===== src/hw/rtl/dtpp_pkg.sv =====
package dtpp_pkg;

    localparam int MAX_WIDTH_DEF  = 128;
    localparam int MAX_HEIGHT_DEF = 64;
    localparam int RAMP_LEN_DEF   = 10;

    localparam int CFG_IDX_W  = 3;
    localparam int CFG_DATA_W = 15;

    localparam logic [CFG_IDX_W-1:0] CFG_SCREEN_WIDTH   = 3'd0;
    localparam logic [CFG_IDX_W-1:0] CFG_SCREEN_HEIGHT  = 3'd1;
    localparam logic [CFG_IDX_W-1:0] CFG_NEAR_DEPTH     = 3'd2;
    localparam logic [CFG_IDX_W-1:0] CFG_FAR_DEPTH      = 3'd3;
    localparam logic [CFG_IDX_W-1:0] CFG_FULL_RAMP_MODE = 3'd4;

    localparam int SW_W        = 8;
    localparam int SH_W        = 7;
    localparam int COORD_W     = 16;
    localparam int DEPTH_W     = 15;
    localparam int INTEN_W     = 7;
    localparam int INTEN_SCALE = 100;
    localparam int DVD_W       = DEPTH_W + INTEN_W;
    localparam int QUO_W       = 7;
    localparam int STEP_W      = 3;
    localparam int SHADE_W     = 4;
    localparam int PIX_W       = 13;

    localparam logic OP_PLOT  = 1'b0;
    localparam logic OP_CLEAR = 1'b1;

    typedef struct packed {
        logic load;
        logic check;
        logic mul_i;
        logic mul_n;
        logic div_step;
        logic sweep;
        logic decide;
        logic out_load;
    } t_cmd;

    typedef struct packed {
        logic in_clear;
        logic pass;
        logic div_last;
        logic sweep_last;
        logic out_free;
    } t_sts;

endpackage


===== src/hw/rtl/dtpp_ctrl.sv =====
module dtpp_ctrl (
    input  logic           i_clk,
    input  logic           i_rst_n,
    input  logic           i_in_valid,
    output logic           o_in_ready,
    input  dtpp_pkg::t_sts i_sts,
    output dtpp_pkg::t_cmd o_cmd
);

    localparam logic [3:0] ST_SWEEP  = 4'd0;
    localparam logic [3:0] ST_IDLE   = 4'd1;
    localparam logic [3:0] ST_CHECK  = 4'd2;
    localparam logic [3:0] ST_MUL_I  = 4'd3;
    localparam logic [3:0] ST_DIV_I  = 4'd4;
    localparam logic [3:0] ST_MUL_N  = 4'd5;
    localparam logic [3:0] ST_DIV_N  = 4'd6;
    localparam logic [3:0] ST_DECIDE = 4'd7;
    localparam logic [3:0] ST_OUT    = 4'd8;

    logic [3:0] r_state, n_state;
    logic       r_clr_item, n_clr_item;

    always_comb begin
        n_state    = r_state;
        n_clr_item = r_clr_item;
        o_cmd      = '0;
        o_in_ready = (r_state == ST_IDLE);
        unique case (r_state)
            ST_SWEEP: begin
                o_cmd.sweep = 1'b1;
                if (i_sts.sweep_last) begin
                    n_state = r_clr_item ? ST_OUT : ST_IDLE;
                end
            end
            ST_IDLE: begin
                if (i_in_valid) begin
                    o_cmd.load = 1'b1;
                    if (i_sts.in_clear) begin
                        n_state    = ST_SWEEP;
                        n_clr_item = 1'b1;
                    end else begin
                        n_state    = ST_CHECK;
                        n_clr_item = 1'b0;
                    end
                end
            end
            ST_CHECK: begin
                o_cmd.check = 1'b1;
                n_state     = ST_MUL_I;
            end
            ST_MUL_I: begin
                o_cmd.mul_i = 1'b1;
                n_state     = i_sts.pass ? ST_DIV_I : ST_OUT;
            end
            ST_DIV_I: begin
                o_cmd.div_step = 1'b1;
                if (i_sts.div_last) begin
                    n_state = ST_MUL_N;
                end
            end
            ST_MUL_N: begin
                o_cmd.mul_n = 1'b1;
                n_state     = ST_DIV_N;
            end
            ST_DIV_N: begin
                o_cmd.div_step = 1'b1;
                if (i_sts.div_last) begin
                    n_state = ST_DECIDE;
                end
            end
            ST_DECIDE: begin
                o_cmd.decide = 1'b1;
                n_state      = ST_OUT;
            end
            ST_OUT: begin
                if (i_sts.out_free) begin
                    o_cmd.out_load = 1'b1;
                    n_state        = ST_IDLE;
                end
            end
            default: begin
                n_state = ST_SWEEP;
            end
        endcase
    end

    always_ff @(posedge i_clk) begin
        if (!i_rst_n) begin
            r_state    <= ST_SWEEP;
            r_clr_item <= 1'b0;
        end else begin
            r_state    <= n_state;
            r_clr_item <= n_clr_item;
        end
    end

endmodule


===== config.mk =====
export PLATFORM = sky130hd
export DESIGN_NAME = dtpp_ctrl
export DESIGN_NICKNAME = d
export VERILOG_FILES = /design/src/hw/rtl/dtpp_pkg.sv /design/src/hw/rtl/dtpp_ctrl.sv
export SDC_FILE = /design/constraint.sdc
export NUM_CORES = 1
export LEC_CHECK = 0
export BUFFER_PORTS_ARGS = -buffer_cell sky130_fd_sc_hd__clkbuf_2
export CAP_MARGIN = 20
export CORE_UTILIZATION = 30
export CTS_BUF_LIST = sky130_fd_sc_hd__clkbuf_8 sky130_fd_sc_hd__clkbuf_16
export CTS_CLUSTER_SIZE = 10
export DETAILED_ROUTE_END_ITERATION = 10
export GPL_TIMING_DRIVEN = 0
export HOLD_SLACK_MARGIN = 0.1
export PLACE_DENSITY = 0.62
export SETUP_SLACK_MARGIN = 0.15
export SYNTH_ARGS = -nofsm -noshare
export SYNTH_HDL_FRONTEND = slang
export SYNTH_SLANG_ARGS = --single-unit
export TNS_END_PERCENT = 50

===== constraint.sdc =====
create_clock -name i_clk -period 1.7 [get_ports i_clk]
set_input_delay 0.17 -clock i_clk [delete_from_list [all_inputs] [get_ports i_clk]]
set_output_delay 0.17 -clock i_clk [all_outputs]
set_load 0.005 [all_outputs]

==> flow_summary.json <==
{
  "status": "complete, no violations",
  "finalCriticalPeriod_ns": 1.50,
  "rrSetupSlack_ns": 0.37,
  "cts_sinks": 5,
  "max_cap_violations": 0,
  "yosysUniqueCellTypes": 28,
  "drive_gt1_share_pct": 45.5,
  "nFillCells": 131,
  "grt.total_usage_pct": 15.8,
  "numPortBuffers": 16,
  "hold_path_end": "r_state[3]",
  "drv_slew": 0,
  "num_vias": 499,
  "hold_violations": 0,
  "dpl-instance-area_um2": 513,
  "ys_seq_area_share_pct": 24.2,
  "fin_nets": 86,
  "rsz0062_at_grt": "yes",
  "critPathLaunch": "r_state[0]",
  "synth_cells": 51,
  "switching_share_pct": 28.5,
  "cts-buffers-inserted": 3,
  "required_ns": 1.53,
  "row_count": 13,
  "cts-htree-levels": 1,
  "ant_nets": 0,
  "dr.max_layer_used": "met4",
  "antenna_found_initial": 0,
  "whs_ns": 0.169,
  "die_y_um": 39.2,
  "routabilityCongestion": 0.726,
  "area_growth_syn_to_layout_pct": 49.2,
  "cts_hold_buffers": 0,
  "drt-initial-drc-count": 8,
  "seqPwrFrac_pct": 26.1,
  "dr_wl_met3_um": 62,
  "core_area_mm2": 0.00128,
  "hold_class": "input pin to flop",
  "p_switching_mw": 0.163,
  "hold_depth": 2,
  "ir_drop_v": 0.000480,
  "drc": 0,
  "cts_root_buf": "clkbuf_8",
  "p_per_area_mw_per_mm2": 926,
  "drt-wirelength-per-cell_um": 11.9,
  "path_clk_slew_ns": 0.03,
  "die_area_mm2": 0.00153,
  "setup_tns_ns": 0,
  "comb_power_share_pct": 37.1,
  "cts_tree": "yes",
  "path_max_fanout": 4,
  "clk_latency_ns": 0.22,
  "crit_arrival_ns": 1.33,
  "fin_crit_sh_pct": 88.5,
  "finalPower_mw": 0.572,
  "drt_wl_total_mm": 1.10,
  "synth_area_um2": 414,
  "start_kind": "flop",
  "critPathKind": "flop to output pin",
  "grt-ovfl-total": 0,
  "boundaryPins": 17,
  "syn_nets": 59,
  "met1Wirelength_um": 452,
  "r2r-start": "r_state[3]",
  "cp-end-kind": "output pin",
  "dr_wl_met2_um": 571,
  "fp.dieW_um": 39.2,
  "grt_max_degree": 11,
  "dr.pass1.iters": 4,
  "min-delay-start": "i_sts[0]",
  "clockBufferDepth": 2,
  "max_freq_mhz": 665,
  "grt_pass1_vias": 380,
  "avgSynthCellArea_um2": 8.12,
  "yosysWarnings": 0,
  "finalInstanceArea_um2": 618,
  "initial_core_util_pct": 32.2,
  "clkPwrFrac_pct": 36.8,
  "timing.rr.end": "r_clr_item",
  "intPower_mw": 0.409,
  "skew_ns": 0.00224,
  "p_leak_nw": 0.288,
  "drt-vias-per-instance": 5.42,
  "utilization_pct": 48.1,
  "r2r_cells": 6,
  "setup_viol": 0,
  "grt_pass1_wl_mm": 1.59,
  "worst_pin_slew_ns": 0.323,
  "ys_ff_latch": 5,
  "slew_headroom_pct": 78.2,
  "diodes": 0
}
## layout make-up
class	count	area (um^2)	area share (%)
clock buffers	3	41.3	6.68
well taps	15	18.8	3.04
flip-flops and latches	5	106	17.2
repair buffers	22	125	20.2
clock inverters	1	3.75	0.607
multi-input cells	38	277	44.7
inverters	4	15.0	2.43
plain buffers	4	31.3	5.06
## Yosys cell counts (all sizes together)
cell	count	area (um^2)
a2111oi	1	10.0
a211o	1	8.76
a21boi	1	7.51
a21oi	2	10.0
a32o	1	10.0
a32oi	1	8.76
and2	1	6.26
and3	1	6.26
buf	4	25.0
dfxtp	5	100
inv	4	15.0
mux2i	1	10.0
nand2	3	11.3
nand2b	3	18.8
nor2	3	11.3
nor2b	2	12.5
nor3	3	15.0
nor3b	3	22.5
nor4	1	6.26
nor4b	3	41.3
o21a	1	7.51
o21ai	1	5.00
o32ai	2	17.5
or2	1	6.26
or2b	1	7.51
or4b	1	13.8
## placed cells by master, fill, tap and decap left out, drive strengths merged
cell,count
mux2i,1
or2b,1
nand2b,3
or4b,1
nor3b,3
a21boi,1
a32o,1
nor2b,2
a21oi,2
or2,1
a2111oi,1
o21ai,1
inv,5
a211o,1
nor3,3
nand2,3
a32oi,1
and3,1
nor4b,3
nor2,3
o32ai,2
clkbuf,19
and2,1
nor4,1
dfxtp,5
buf,10
o21a,1
## state kept, by name (all words and copies together) (netlist names)
signal	count
r_clr_item	1
r_state	4
## through the flow
stage               setup WS [ns]  instances
floorplan                   0.484         51
global placement            0.369         82
detailed placement          0.362         82
CTS                         0.160         86
global route                0.125         92
finish                      0.195         92
## worst max-delay path by stage
| stage | to | slack, ns | cells after the start |
|---|---|---|---|
| after floorplan | r_state[0] | 0.48 | 3 |
| after global placement | r_state[0] | 0.37 | 4 |
| after detailed placement | o_cmd[0] | 0.36 | 4 |
| after CTS | o_cmd[0] | 0.16 | 4 |
| after global routing | o_cmd[5] | 0.13 | 4 |
| final | o_cmd[0] | 0.20 | 3 |
## metal layers
metal  vias to the layer above  GRT usage [%]
met5                         -              0
met4                         0           10.3
met3                         2           3.47
met2                        22           26.3
met1                       232           17.7
li1                        243              -
## logic make-up after synthesis
| family | count (synthesis) | synth area share (%) |
|---|---|---|
| muxes | 1 | 2.42 |
| DFF | 5 | 24.2 |
| AOI/OAI and AO/OA | 11 | 20.5 |
| buffers and inverters | 8 | 9.67 |
| and+or+nand+nor | 26 | 43.2 |
## critical path: stages, from the launching register on
cell     delay [ns]
dfxtp_4        0.34
or4b_4         0.55
nor2_2         0.11
buf_2          0.11
## repair_timing
action,4_1_cts,5_1_grt
setup buffers,0,6
pin swaps,0,2
resized for setup,3,5
setup endpoints to repair,1,4
endpoints found under the hold margin,0,0
gates cloned,0,0
## power groups by stage
stage	clock network [mW]	logic [mW]	registers, mW
floorplan	0	0.117	0.146
global placement	0	0.166	0.151
detailed placement	0	0.170	0.152
CTS	0.215	0.172	0.150
global route	0.230	0.237	0.151
finish	0.211	0.212	0.149
No activity file was read; power rests on OpenSTA's default activity.
